<file path="src/sv/cal_pkg.sv">
// ----------------------------------------------------------------------------
// cal_pkg
// Shared types and constants for the cursor array list unit.
// ----------------------------------------------------------------------------
package cal_pkg;

  localparam int CAPACITY_DEF    = 16;
  localparam int VALUE_WIDTH_DEF = 32;

  // reset value of the max_items register
  localparam logic [4:0] MAX_ITEMS_RESET = 5'd16;

  typedef enum logic [3:0] {
    OP_QUERY    = 4'd0,
    OP_INSERT   = 4'd1,
    OP_APPEND   = 4'd2,
    OP_REMOVE   = 4'd3,
    OP_TO_START = 4'd4,
    OP_TO_END   = 4'd5,
    OP_PREV     = 4'd6,
    OP_NEXT     = 4'd7,
    OP_TO_POS   = 4'd8,
    OP_CLEAR    = 4'd9
  } opcode_t;

  typedef enum logic [1:0] {
    ST_OK    = 2'd0,
    ST_FULL  = 2'd1,
    ST_NOCUR = 2'd2,
    ST_RANGE = 2'd3
  } status_t;

  // one result word, as handed from the core to the output register
  typedef struct packed {
    status_t     status;
    logic [31:0] removed_value;
    logic [31:0] current_value;
    logic        current_valid;
    logic [4:0]  item_count;
    logic [4:0]  cursor_position;
    logic        at_end;
    logic        is_empty;
  } result_t;

endpackage

</file>
<file path="src/sv/cal_ram.sv">
// ----------------------------------------------------------------------------
// cal_ram
// Generic simple dual-port RAM, one write and one registered read port.
// ----------------------------------------------------------------------------
module cal_ram #(
  parameter int WIDTH = 32,
  parameter int DEPTH = 16
) (
  input  logic                     clk,
  input  logic                     we,
  input  logic [$clog2(DEPTH)-1:0] waddr,
  input  logic [WIDTH-1:0]         wdata,
  input  logic                     re,
  input  logic [$clog2(DEPTH)-1:0] raddr,
  output logic [WIDTH-1:0]         rdata
);

  logic [WIDTH-1:0] mem [DEPTH];

  always_ff @(posedge clk) begin
    if (we) begin
      mem[waddr] <= wdata;
    end
    if (re) begin
      rdata <= mem[raddr];
    end
  end

endmodule

</file>
<file path="src/sv/cal_core.sv">
// ----------------------------------------------------------------------------
// cal_core
// Command sequencer: decodes a command, walks the entry RAM one entry per
// step to open or close a gap, and fetches the entry under the cursor.
// ----------------------------------------------------------------------------
module cal_core #(
  parameter int CAPACITY    = cal_pkg::CAPACITY_DEF,
  parameter int VALUE_WIDTH = cal_pkg::VALUE_WIDTH_DEF,
  localparam int AW = $clog2(CAPACITY),
  localparam int CW = $clog2(CAPACITY + 1)
) (
  input  logic                   clk,
  input  logic                   rst,
  input  logic [4:0]             max_items,
  input  logic                   in_valid,
  output logic                   in_ready,
  input  logic [3:0]             opcode,
  input  logic [31:0]            item_value,
  input  logic [4:0]             target_position,
  output logic                   res_valid,
  input  logic                   res_ready,
  output cal_pkg::result_t       res,
  output logic                   ram_we,
  output logic [AW-1:0]          ram_waddr,
  output logic [VALUE_WIDTH-1:0] ram_wdata,
  output logic                   ram_re,
  output logic [AW-1:0]          ram_raddr,
  input  logic [VALUE_WIDTH-1:0] ram_rdata
);

  localparam int LW = (CW > 5) ? CW : 5;

  typedef enum logic [7:0] {
    S_IDLE     = 8'b0000_0001,
    S_SHIFT_RD = 8'b0000_0010,
    S_SHIFT_WR = 8'b0000_0100,
    S_PUT      = 8'b0000_1000,
    S_REM_RD   = 8'b0001_0000,
    S_REM_CAP  = 8'b0010_0000,
    S_FETCH    = 8'b0100_0000,
    S_DONE     = 8'b1000_0000
  } state_t;

  state_t                 state;
  logic [CW-1:0]          count;
  logic [CW-1:0]          cursor;
  logic [CW-1:0]          idx;
  logic                   shift_up;
  logic [VALUE_WIDTH-1:0] val;
  logic [VALUE_WIDTH-1:0] removed;
  cal_pkg::status_t       status;

  logic [LW-1:0]  limit;
  logic           full;
  logic           cur_ok;
  logic           pos_bad;
  logic [CW-1:0]  idx_dec;
  logic [CW-1:0]  idx_inc;
  logic [CW-1:0]  rd_src;
  logic [63:0]    in_wide;
  logic [63:0]    rd_wide;
  logic [63:0]    rem_wide;
  logic [63:0]    cnt_wide;
  logic [63:0]    cur_wide;

  // limit in force is min(max_items, CAPACITY)
  always_comb begin
    limit   = (LW'(max_items) > LW'(CAPACITY)) ? LW'(CAPACITY) : LW'(max_items);
    full    = LW'(count) >= limit;
    cur_ok  = cursor < count;
    pos_bad = LW'(target_position) > LW'(count);
    idx_dec = idx - 1'b1;
    idx_inc = idx + 1'b1;
    rd_src  = shift_up ? idx_dec : idx_inc;
    in_wide = 64'(item_value);
  end

  assign in_ready = (state == S_IDLE);

  always_ff @(posedge clk) begin
    if (rst) begin
      state  <= S_IDLE;
      count  <= '0;
      cursor <= '0;
    end else begin
      case (state)
        S_IDLE: begin
          if (in_valid) begin
            val      <= in_wide[VALUE_WIDTH-1:0];
            status   <= cal_pkg::ST_OK;
            removed  <= '0;
            idx      <= count;
            shift_up <= 1'b1;
            state    <= S_FETCH;
            case (cal_pkg::opcode_t'(opcode))
              cal_pkg::OP_INSERT: begin
                if (full) begin
                  status <= cal_pkg::ST_FULL;
                end else if (count > cursor) begin
                  state <= S_SHIFT_RD;
                end else begin
                  state <= S_PUT;
                end
              end
              cal_pkg::OP_APPEND: begin
                if (full) begin
                  status <= cal_pkg::ST_FULL;
                end else begin
                  state <= S_PUT;
                end
              end
              cal_pkg::OP_REMOVE: begin
                if (!cur_ok) begin
                  status <= cal_pkg::ST_NOCUR;
                end else begin
                  state <= S_REM_RD;
                end
              end
              cal_pkg::OP_TO_START: cursor <= '0;
              cal_pkg::OP_TO_END:   cursor <= count;
              cal_pkg::OP_PREV: begin
                if (cursor != '0) begin
                  cursor <= cursor - 1'b1;
                end
              end
              cal_pkg::OP_NEXT: begin
                if (cur_ok) begin
                  cursor <= cursor + 1'b1;
                end
              end
              cal_pkg::OP_TO_POS: begin
                if (pos_bad) begin
                  status <= cal_pkg::ST_RANGE;
                end else begin
                  cursor <= CW'(target_position);
                end
              end
              cal_pkg::OP_CLEAR: begin
                count  <= '0;
                cursor <= '0;
              end
              default: ;
            endcase
          end
        end
        S_SHIFT_RD: state <= S_SHIFT_WR;
        S_SHIFT_WR: begin
          if (shift_up) begin
            idx   <= idx_dec;
            state <= (idx_dec > cursor) ? S_SHIFT_RD : S_PUT;
          end else begin
            // count already holds the shortened length here
            idx   <= idx_inc;
            state <= (idx_inc < count) ? S_SHIFT_RD : S_FETCH;
          end
        end
        S_PUT: begin
          count <= count + 1'b1;
          state <= S_FETCH;
        end
        S_REM_RD: state <= S_REM_CAP;
        S_REM_CAP: begin
          removed  <= ram_rdata;
          count    <= count - 1'b1;
          idx      <= cursor;
          shift_up <= 1'b0;
          state    <= (CW'(cursor + 1'b1) < count) ? S_SHIFT_RD : S_FETCH;
        end
        S_FETCH: state <= S_DONE;
        S_DONE: begin
          if (res_ready) begin
            state <= S_IDLE;
          end
        end
        default: state <= S_IDLE;
      endcase
    end
  end

  // RAM port drive
  always_comb begin
    ram_we    = (state == S_PUT) || (state == S_SHIFT_WR);
    ram_waddr = idx[AW-1:0];
    ram_wdata = (state == S_PUT) ? val : ram_rdata;
    ram_re    = (state == S_SHIFT_RD) || (state == S_REM_RD) ||
                ((state == S_FETCH) && cur_ok);
    ram_raddr = (state == S_SHIFT_RD) ? rd_src[AW-1:0] : cursor[AW-1:0];
  end

  // result word; RAM data still holds the fetch in S_DONE
  always_comb begin
    rd_wide  = 64'(ram_rdata);
    rem_wide = 64'(removed);
    cnt_wide = 64'(count);
    cur_wide = 64'(cursor);
    res_valid           = (state == S_DONE);
    res.status          = status;
    res.removed_value   = rem_wide[31:0];
    res.current_value   = cur_ok ? rd_wide[31:0] : 32'd0;
    res.current_valid   = cur_ok;
    res.item_count      = cnt_wide[4:0];
    res.cursor_position = cur_wide[4:0];
    res.at_end          = (cursor == count);
    res.is_empty        = (count == '0);
  end

endmodule

</file>
<file path="src/sv/cursor_array_list_unit.sv">
// ----------------------------------------------------------------------------
// cursor_array_list_unit
// Bounded ordered list with a cursor, entries held in a RAM.
// ----------------------------------------------------------------------------
// Entry moves: insert shifts each entry at or past the cursor up and remove
//   shifts each entry past the cursor down, one RAM read/write pair per entry
//   moved; moves, queries, clear, append and failed commands move no entries.
// Throughput: one command in flight; the next is taken once the result is in
//   the output register, which may still be waiting downstream.
// Reset: synchronous; empty list, cursor 0, max_items 16, RAM left as is.
// ----------------------------------------------------------------------------
module cursor_array_list_unit #(
  parameter int CAPACITY    = cal_pkg::CAPACITY_DEF,
  parameter int VALUE_WIDTH = cal_pkg::VALUE_WIDTH_DEF
) (
  input  logic        clk,
  input  logic        rst,
  // configuration write: max_items
  input  logic        cfg_valid,
  output logic        cfg_ready,
  input  logic [4:0]  cfg_data,
  // command word
  input  logic        in_valid,
  output logic        in_ready,
  input  logic [3:0]  opcode,
  input  logic [31:0] item_value,
  input  logic [4:0]  target_position,
  // result word
  output logic        out_valid,
  input  logic        out_ready,
  output logic [1:0]  status,
  output logic [31:0] removed_value,
  output logic [31:0] current_value,
  output logic        current_valid,
  output logic [4:0]  item_count,
  output logic [4:0]  cursor_position,
  output logic        at_end,
  output logic        is_empty
);

  localparam int AW = $clog2(CAPACITY);

  logic [4:0]             max_items;
  logic                   res_valid;
  logic                   res_ready;
  cal_pkg::result_t       res;
  logic                   ram_we;
  logic [AW-1:0]          ram_waddr;
  logic [VALUE_WIDTH-1:0] ram_wdata;
  logic                   ram_re;
  logic [AW-1:0]          ram_raddr;
  logic [VALUE_WIDTH-1:0] ram_rdata;

  // config register is always writable; writes must arrive only while idle, which the block does not enforce
  assign cfg_ready = 1'b1;

  always_ff @(posedge clk) begin
    if (rst) begin
      max_items <= cal_pkg::MAX_ITEMS_RESET;
    end else if (cfg_valid) begin
      max_items <= cfg_data;
    end
  end

  cal_core #(
    .CAPACITY    (CAPACITY),
    .VALUE_WIDTH (VALUE_WIDTH)
  ) u_core (
    .clk             (clk),
    .rst             (rst),
    .max_items       (max_items),
    .in_valid        (in_valid),
    .in_ready        (in_ready),
    .opcode          (opcode),
    .item_value      (item_value),
    .target_position (target_position),
    .res_valid       (res_valid),
    .res_ready       (res_ready),
    .res             (res),
    .ram_we          (ram_we),
    .ram_waddr       (ram_waddr),
    .ram_wdata       (ram_wdata),
    .ram_re          (ram_re),
    .ram_raddr       (ram_raddr),
    .ram_rdata       (ram_rdata)
  );

  cal_ram #(
    .WIDTH (VALUE_WIDTH),
    .DEPTH (CAPACITY)
  ) u_ram (
    .clk   (clk),
    .we    (ram_we),
    .waddr (ram_waddr),
    .wdata (ram_wdata),
    .re    (ram_re),
    .raddr (ram_raddr),
    .rdata (ram_rdata)
  );

  // output register: core may hand over a word when the slot is free or
  // being emptied this cycle
  assign res_ready = !out_valid || out_ready;

  always_ff @(posedge clk) begin
    if (rst) begin
      out_valid <= 1'b0;
    end else if (res_valid && res_ready) begin
      out_valid <= 1'b1;
    end else if (out_ready) begin
      out_valid <= 1'b0;
    end
  end

  always_ff @(posedge clk) begin
    if (res_valid && res_ready) begin
      status          <= res.status;
      removed_value   <= res.removed_value;
      current_value   <= res.current_value;
      current_valid   <= res.current_valid;
      item_count      <= res.item_count;
      cursor_position <= res.cursor_position;
      at_end          <= res.at_end;
      is_empty        <= res.is_empty;
    end
  end

endmodule
</file>
<file path="config.mk">
export PLATFORM = sky130hd
export DESIGN_NAME = cursor_array_list_unit
export DESIGN_NICKNAME = d
export VERILOG_FILES = /design/src/sv/cal_pkg.sv /design/src/sv/cal_ram.sv /design/src/sv/cal_core.sv /design/src/sv/cursor_array_list_unit.sv
export SDC_FILE = /design/constraint.sdc
export NUM_CORES = 1
export LEC_CHECK = 0
export ABC_CLOCK_PERIOD_IN_PS = 5100
export CAP_MARGIN = 20
export CORE_UTILIZATION = 31
export CTS_BUF_LIST = sky130_fd_sc_hd__clkbuf_4 sky130_fd_sc_hd__clkbuf_8
export CTS_CLUSTER_DIAMETER = 60
export CTS_CLUSTER_SIZE = 10
export DETAILED_ROUTE_END_ITERATION = 8
export DONT_BUFFER_PORTS = 1
export GPL_TIMING_DRIVEN = 0
export PLACE_DENSITY = 0.56
export SLEW_MARGIN = 30
export SYNTH_ARGS = -nofsm -noshare
export SYNTH_HDL_FRONTEND = slang
export SYNTH_SLANG_ARGS = --single-unit
</file>
<file path="constraint.sdc">
create_clock -name clk -period 5.1 [get_ports clk]
set_input_delay 0.51 -clock clk [delete_from_list [all_inputs] [get_ports clk]]
set_output_delay 0.51 -clock clk [all_outputs]
set_load 0.005 [all_outputs]
</file>
### After elaboration in Yosys (flattened, before gate mapping)

Memory sizes are Yosys's and may differ from the RTL's. A register that Yosys moved wholly into a read port is not among the register bits.
Index checks and enable logic that the tools add are counted.

* bits in registers: 175
* memory bits (writable): 512
* bits of input ports: 51
* output and inout bits: 82
* logic and storage cells: 117
* memories kept: 1

* $add $sub $neg: 6
* $lt $le $gt $ge: 8
* equal/unequal tests: 24
* muxes and demuxes: 37
* bitwise gates (word level): 1
* reductions and logical operators: 22

Memories
* u_ram.mem: depth 16, width 32, read ports 1, clocked after Yosys merged registers in 1, write ports 1, RTL line cal_ram.sv:18 `logic [WIDTH-1:0] mem [DEPTH];`

Operators with widths (number)
* $mux 32: 2
* $pmux 32 s2: 1
* $pmux 8 s8: 1
* $mux 5: 8
* $mux 8: 4
* $pmux 5 s3: 2
* $mux 7: 4
* $pmux 5 s5: 1
* $pmux 8 s3: 1
* $eq 4x3->1 const B: 4
* $add 5x1->5 const B: 3
* $gt 5x5->1: 3
* $lt 5x5->1: 3
* $sub 5x1->5 const B: 3
* $mux 4: 3
* $reduce_and 3->1: 4
* $reduce_bool 5->1: 2
* $eq 4x2->1 const B: 2
* $eq 4x4->1 const B: 2
* $eq 8x1->1 const B: 1
* $eq 8x2->1 const B: 1
* $eq 8x3->1 const B: 1
* $eq 8x4->1 const B: 1
* $eq 8x5->1 const B: 1
* 23 further kinds: 40

### Depth between registers and ports, before layout

Gate-level depths: netlist of run 1.

* depth in word-level cells: 7
* gate-level depth with buffers: 13
* mapped depth without buffers: 11

### Cells and area by module

A second synthesis of run 1 with hierarchy kept.

* cell total of the unflattened synthesis: 1451
* area total of the unflattened synthesis: 28227.1 um^2

By module, submodules not included
* cal_ram: times used 1, cells each 838, area an instance 20155.6 um^2, sequential area each 16335.7 um^2
* cal_core: times used 1, cells each 511, area an instance 5462.7 um^2, sequential area each 2522.4 um^2
* cursor_array_list_unit: times used 1, cells each 102, area an instance 2608.8 um^2, sequential area each 2492.4 um^2

### Least setup slack after synthesis of run 1

Ideal clock, no wire load.

* path kind: flip-flop to flip-flop
* start: register u_core.state[4]
* end: register at_end (enable)
* library setup time: 0.526 ns
* arrival time: 4.639 ns
* required time: 4.574 ns
* slack: -0.065 ns
* cell stages (with the launch flop): 5
* path buffers: 1
* period minus slack after synthesis: 5.165 ns
* path through: dfxtp_1 > buf_2 > nor4_1 > nand4b_1 > nor2b_1

* cells in the longest elaborated chain, start to end: 2

Ends and longest elaborated chain
* from (decl): RTL line cal_core.sv:44 `state_t state;`
* from (signal assigned): RTL line cal_core.sv:150 `state <= (idx_dec > cursor) ? S_SHIFT_RD : S_PUT;`
* from (signal assigned): RTL line cal_core.sv:154 `state <= (idx_inc < count) ? S_SHIFT_RD : S_FETCH;`
* from (signal assigned): RTL line cal_core.sv:167 `state <= (CW'(cursor + 1'b1) < count) ? S_SHIFT_RD : S_FETCH;`
* $eq 8x8->1: RTL line cal_core.sv:196 `res_valid = (state == S_DONE);`
* $logic_and 1x1->1: RTL line cursor_array_list_unit.sv:116 `if (res_valid && res_ready) begin`
* to (signal assigned): RTL line cursor_array_list_unit.sv:123 `at_end <= res.at_end;`
* to (decl): RTL line cursor_array_list_unit.sv:37 `output logic at_end,`

Every way passes these cells.
A chain may end at the register's enable or synchronous reset.

### Worst setup path in the final report of run 1

* start: register u_core.idx[0]
* end: register u_ram.rdata[14] (read register of u_ram.mem), data pin

* cells in the longest elaborated chain, start to end: 3
* elaborated cells on any way between the ends: 4
* those cells by class: add/sub (2); mux (2)

Ends and longest elaborated chain
* from (decl): RTL line cal_core.sv:47 `logic [CW-1:0] idx;`
* from (signal assigned): RTL line cal_core.sv:92 `idx <= count;`
* from (signal assigned): RTL line cal_core.sv:149 `idx <= idx_dec;`
* from (signal assigned): RTL line cal_core.sv:153 `idx <= idx_inc;`
* $add 5x1->5 / $sub 5x1->5 (equally long branches): RTL line cal_core.sv:73, cal_core.sv:72
* $mux 5 *: RTL line cal_core.sv:74 `rd_src = shift_up ? idx_dec : idx_inc;`
* $mux 4 *: RTL line cal_core.sv:187 `ram_raddr = (state == S_SHIFT_RD) ? rd_src[AW-1:0] : cursor[AW-1:0];`
* to (decl): RTL line cal_ram.sv:15 `output logic [WIDTH-1:0] rdata`

Mark *: on every way between the ends. The rest lies on a longest branch, timed or not.

==> results_dict.tcl, run 1 <==
set metrics [dict create \
    outcome "finished, violations left" \
    violations "DRC" \
    pwr_density_cell_nw_per_um2 331 \
    worst_setup_path_start_kind "flop" \
    synth-edff-count 695 \
    n_fill_cell 8760 \
    period_share 0.788 \
    seq_area_frac_synth 0.733 \
    fin_ws_ns 1.08 \
    fp.dieW_um 309 \
    combPwrFrac 0.086 \
    cts.repair.resized 0 \
    avgSynthCellArea_sq_um 15.2 \
    finalNetCount 2174 \
    power.switching_uw 2650 \
    yosysMostFrequentCell "edfxtp_1" \
    ios 133 \
    required_ns 5.51 \
    synth_ff_type "edfxtp_1" \
    synth_top_area_share 0.717 \
    setup_violations 0 \
    globalRouteTotalUtil 0.167 \
    path_max_fanout 10 \
    cap_violations 0 \
    seq_power_share 0.597 \
    grt_start_max_net_pins 26 \
    grt_setup_unrepaired "no" \
    min_from "in_valid" \
    core_sq_um 93200 \
    drtAntennaViolNets 0 \
    netlist_area_sq_um 29100 \
    synthTopCellsByCount "edfxtp_1, nand2_1, a21oi_1, clkbuf_1, mux2i_1" \
    viasPerCell 5.23 \
    place.gp.congestion 0.873 \
    grt_pass1_vias 17800 \
    layout-area-overhead-vs-synth_pct 14.7 \
    wl_per_cell_um 23.9 \
    yosysTopAreaCell "edfxtp_1" \
    synth_cell_type_count 70 \
    power_frac_clock 0.317 \
    finalHoldViolations 0 \
    synth_nets 2004 \
    clock_skew_ns 0.0247 \
    wirelength_um 80100 \
    layout-drive-gt1-share 0.115 \
    drtPass1Iterations 8 \
    final_area_sq_um 33400 \
    overflow 0 \
    hpwlAfterDp_um 56300 \
    setup_tns_ns 0 \
    hold_depth 2 \
    die-area_sq_um 95200 \
    antenna_found_initial 9 \
    min_period_ns 4.02 \
    synth-async-reset-ratio 0 \
    setup.worst_path.class "flop to flop" \
    synth_seq_cells 719 \
    rr_worst_depth 9 \
    peakVddDrop_mv 0.154 \
    synthCells 1912 \
    ff2ff_setup_slack_ns 1.08 \
    p_sw_frac 0.240 \
    r2r-end "u_ram.rdata[14]" \
    clk_pin_slew_ns 0.08 \
    end_kind "flop" \
    fp.dieH_um 309 \
    drtIter0Drc 1767 \
    worstPathArrival_ns 4.42 \
    multiInputGateArea_sq_um 7250 \
    clk_latency_ns 0.69 \
    num_vias 17500 \
    cts_tree "built" \
    post_dp_cell_area_sq_um 31700 \
    synth_area_leaders "edfxtp_1, nand2_1, mux2i_1" \
    portBuffers 0 \
    pre_cts_ws_ns 1.11 \
    start_util 0.313 \
    rows 112 \
    holdPathEnd "u_core.state[7]" \
    cts_root_buffer "clkbuf_8" \
    clockBufferDepth 3 \
    cts_made_buffers 82 \
    relSlewSlack 0.293 \
    hp-class "input port to flop" \
    r2r-start "u_core.idx[0]" \
    fin_util 0.358 \
    ys_warn_count 0 \
    report.final.slew_viol_count 0 \
    drc 6 \
    cts.sinks 719 \
    p_leak_uw 0.0109 \
    tightestPinTransition_ns 1.06 \
    fmax_mhz 249 \
    grt_pass1_wl_um 117000 \
    htree_num_levels 3 \
    internal_power_uw 8400 \
    seq_area_sq_um 21400 \
]
power by group through the flow:
stage | Combinational [uW] | Sequential (uW) | Clock, uW
floorplan | 571 | 6700 | 0
global placement | 857 | 6730 | 0
detailed placement | 927 | 6720 | 0
CTS | 954 | 6590 | 3610
global route | 1030 | 6590 | 3810
finish | 950 | 6590 | 3510
kinds of logic after synthesis:
logic type,count (synthesis),synth area share
compound gates,431,0.108
xor+xnor,18,0.00541
simple gates,442,0.0751
mux,104,0.0371
fa+ha+maj,41,0.0179
other cells,1,0.000129
flops,719,0.733
buf+inv,156,0.0232
cell usage in the layout, fill, tap and decap left out, types with 25 or more instances in the layout:
master and instances:
a21oi_1 88, dlygate4sd3_1 38, a311oi_1 65, inv_1 27
nand2_1 225, buf_4 25, clkbuf_8 87, mux2i_1 72
clkbuf_1 84, edfxtp_1 695, and2_1 34, or4_1 33
a21boi_0 65, ha_1 40, nor2_1 29, a211oi_1 67
a221oi_1 66, mux2_2 32, o21ai_0 25, and3_1 37
worst max path at each step:
stage / startpoint / to / slack [ns] / cells after the start
floorplan: u_core.count[1] / u_ram.rdata[0] / 0.79 / 6
global placement: u_core.count[1] / u_ram.rdata[14] / -3.45 / 6
detailed placement: u_core.idx[0] / u_ram.rdata[11] / 1.11 / 9
CTS: u_core.idx[0] / u_ram.rdata[11] / 1.10 / 9
global route: u_core.state[2] / u_core.count[4] / 0.89 / 11
finish: u_core.idx[0] / u_ram.rdata[14] / 1.08 / 9
layout make-up:
type                       instances  share of cell area
buffer                           128              0.0171
timing repair buffer              86              0.0384
antenna                            2            0.000150
multi-input combinational       1037               0.217
inverter                          28             0.00315
sequential                       719               0.639
tap                             1254              0.0470
clock inverter                     5             0.00146
clock buffer                      90              0.0365
flip-flops by register name, indices dropped and copies added (netlist names), 2 cells and up:
name	cells
item_count	5
u_core.removed	32
u_core.val	32
u_core.count	5
current_value	32
u_core.state	8
u_ram.mem	512
removed_value	32
max_items	5
status	2
u_core.idx	5
cursor_position	5
u_ram.rdata	32
u_core.status	2
u_core.cursor	5
stage by stage:
step	cells	power (uW)	hold slack, ns
final	3349	11000	0.0673
after global placement	3166	7580	0.404
after CTS	3347	11200	0.0108
after global routing	3348	11400	0.0430
after floorplan	1912	7270	0.400
after detailed placement	3214	7650	0.405
layer usage:
| metal | up-vias | GRT usage | wire [um] |
|---|---|---|---|
| li1 | 7804 | - | - |
| met5 | - | 0 | 84 |
| met2 | 649 | 0.288 | 40300 |
| met1 | 8932 | 0.213 | 33300 |
| met4 | 12 | 0.0487 | 1680 |
| met3 | 131 | 0.0291 | 4790 |
worst max-delay path, cell delays in order (launching register included):
cell and delay (ns):
edfxtp_1 0.58, inv_1 0.16, ha_1 0.40, xnor2_1 0.24, a21oi_2 0.35, buf_4 0.33
buf_2 0.35, clkbuf_1 0.64, a311oi_1 0.21, or4_1 0.46
timing repair:
action,CTS,global route
hold buffers,38,0
hold endpoints to repair,39,0
buffers inserted,0,0
(Power assumes the default switching activity.)
==> run 2: changes to the inputs <==
--- a/config.mk
+++ b/config.mk
@@ -5,7 +5,7 @@
 export SDC_FILE = /design/constraint.sdc
 export NUM_CORES = 1
 export LEC_CHECK = 0
-export ABC_CLOCK_PERIOD_IN_PS = 5100
+export ABC_CLOCK_PERIOD_IN_PS = 3600
 export CAP_MARGIN = 20
 export CORE_UTILIZATION = 31
 export CTS_BUF_LIST = sky130_fd_sc_hd__clkbuf_4 sky130_fd_sc_hd__clkbuf_8
==> constraint.sdc (replaced) <==
create_clock -name clk -period 3.6 [get_ports clk]
set_input_delay 0.36 -clock clk [delete_from_list [all_inputs] [get_ports clk]]
set_output_delay 0.36 -clock clk [all_outputs]
set_load 0.005 [all_outputs]
==> results_dict.tcl, run 2 (same netlist as run 1, synthesis figures left out) <==
set metrics [dict create \
    outcome "finished, violations left" \
    violations "DRC" \
    cts_tree "built" \
    report.final.slew_viol_count 0 \
    clock_skew_ns 0.0622 \
    fp.dieH_um 309 \
    internal_power_uw 11900 \
    n_fill_cell 8724 \
    cts_root_buffer "clkbuf_8" \
    drtAntennaViolNets 0 \
    grt_start_max_net_pins 26 \
    portBuffers 0 \
    hpwlAfterDp_um 55700 \
    layout_commonest_cell "edfxtp_1" \
    stdcell_count 3354 \
    power.switching_uw 3830 \
    cts_made_buffers 83 \
    slowest_delay_ns 0.64 \
    clk_latency_ns 0.74 \
    final_area_sq_um 33500 \
    rr_worst_depth 7 \
    final_cell_mix "edfxtp_1, nand2_1, a21oi_1, clkbuf_8, mux2i_1" \
    cap_violations 0 \
    die-area_sq_um 95200 \
    setup_violations 0 \
    largest_register_ffs 512 \
    grt_setup_unrepaired "no" \
    min_period_ns 3.51 \
    viasPerCell 5.23 \
    p_sw_frac 0.243 \
    p_leak_uw 0.0109 \
    rows 112 \
    grt_pass1_wl_um 117000 \
    fmax_mhz 285 \
    path_max_fanout 10 \
    hold_ws_ns 0.0633 \
    worst_setup_path_start_kind "flop" \
    layout-drive-gt1-share 0.125 \
    path_cells "or4b_1 > o21ai_1 > xnor2_1 > o31a_1 > clkbuf_2 > a311oi_1 > or4_1" \
    drc 2 \
    ios 133 \
    slowest_stage "or4_1" \
    hold_depth 3 \
    clk_pin_slew_ns 0.09 \
    tightestPinTransition_ns 0.908 \
    wirelength_um 80100 \
    core_sq_um 93200 \
    power_frac_clock 0.319 \
    layout-area-overhead-vs-synth_pct 15.2 \
    place.gp.congestion 0.859 \
    relSlewSlack 0.395 \
    pwr_density_cell_nw_per_um2 469 \
    start_util 0.313 \
    required_ns 4.01 \
    peakVddDrop_mv 0.233 \
    globalRouteTotalUtil 0.166 \
    placed_cells 3206 \
    drtIter0Drc 1495 \
    finalHoldViolations 0 \
    overflow 0 \
    worstPathArrival_ns 3.92 \
    fp.dieW_um 309 \
    combPwrFrac 0.088 \
    period_share 0.976 \
    setup_tns_ns 0 \
    finalNetCount 2176 \
    htree_num_levels 3 \
    setup.worst_path.class "flop to flop" \
    post_dp_cell_area_sq_um 31700 \
    wl_per_cell_um 23.9 \
    drtPass1Iterations 7 \
    grt_pass1_vias 17800 \
    regMostFlops "u_ram.mem" \
    end_kind "flop" \
    cts.sinks 719 \
    clockBufferDepth 3 \
    seq_power_share 0.593 \
    multiInputGateArea_sq_um 7310 \
    num_vias 17600 \
    hp-class "input port to flop" \
    antenna_found_initial 7 \
    seq_area_sq_um 21400 \
]
## run 2: cell type report
| type | count | area share |
|---|---|---|
| flip-flops and latches | 719 | 0.636 |
| multi-input cells | 1037 | 0.218 |
| well taps | 1254 | 0.0468 |
| repair buffers | 87 | 0.0392 |
| clock buffers | 89 | 0.0358 |
| plain buffers | 128 | 0.0180 |
| inverters | 28 | 0.00313 |
| clock inverters | 11 | 0.00283 |
| diodes | 1 | 0.0000746 |
## run 2: critical path, delay by kind of cell, from the launching register on
kind | cells | cell delay [ns]
XOR/XNOR | 1 | 0.33
buffers and inverters | 1 | 0.45
AO/OA/AOI/OAI | 3 | 0.72
AND/OR/NAND/NOR | 2 | 1.17
flip-flops | 1 | 0.51
## run 2: path summary, 6_finish.rpt
| path | startpoint | end | slack [ns] |
|---|---|---|---|
| max | u_core.idx[2] | u_ram.rdata[27] | 0.09 |
| min | cfg_valid | max_items[4] | 0.06 |
| min reg2reg | u_core.removed[30] | removed_value[30] | 0.40 |
| max reg2reg | u_core.idx[2] | u_ram.rdata[27] | 0.09 |
## run 2: power by group through the flow
stage               clock network (uW)  registers, uW  logic (uW)
floorplan                            0           9490         813
CTS                               5150           9330        1380
detailed placement                   0           9520        1320
global route                      5430           9340        1500
global placement                     0           9530        1210
finish                            5030           9330        1390
## run 2: metal layers
metal / GRT usage / share of wire / vias to the layer above
met2: 0.285 / 0.50 / 656
met4: 0.0589 / 0.024 / 12
li1: - / - / 7812
met3: 0.0274 / 0.059 / 126
met5: 0 / 0.0012 / -
met1: 0.211 / 0.42 / 8946
## run 2: through the flow
| stage | total power [uW] | util | setup slack (ns) |
|---|---|---|---|
| 3_5_place_dp | 10800 | 0.340 | -0.429 |
| 6_report | 15700 | 0.360 | 0.0866 |
| 5_1_grt | 16300 | 0.360 | 0.000486 |
| 2_1_floorplan | 10300 | - | 0.160 |
| 3_3_place_gp | 10700 | 0.330 | -3.12 |
| 4_1_cts | 15900 | 0.360 | 0.00438 |
## run 2: what timing repair did
item,in CTS,in global routing
pin swaps,0,1
hold buffers,43,0
cloned,0,0
hold endpoints to repair,48,0
gates resized for setup,21,7
buffers inserted,3,1
endpoints found under the setup margin,33,37
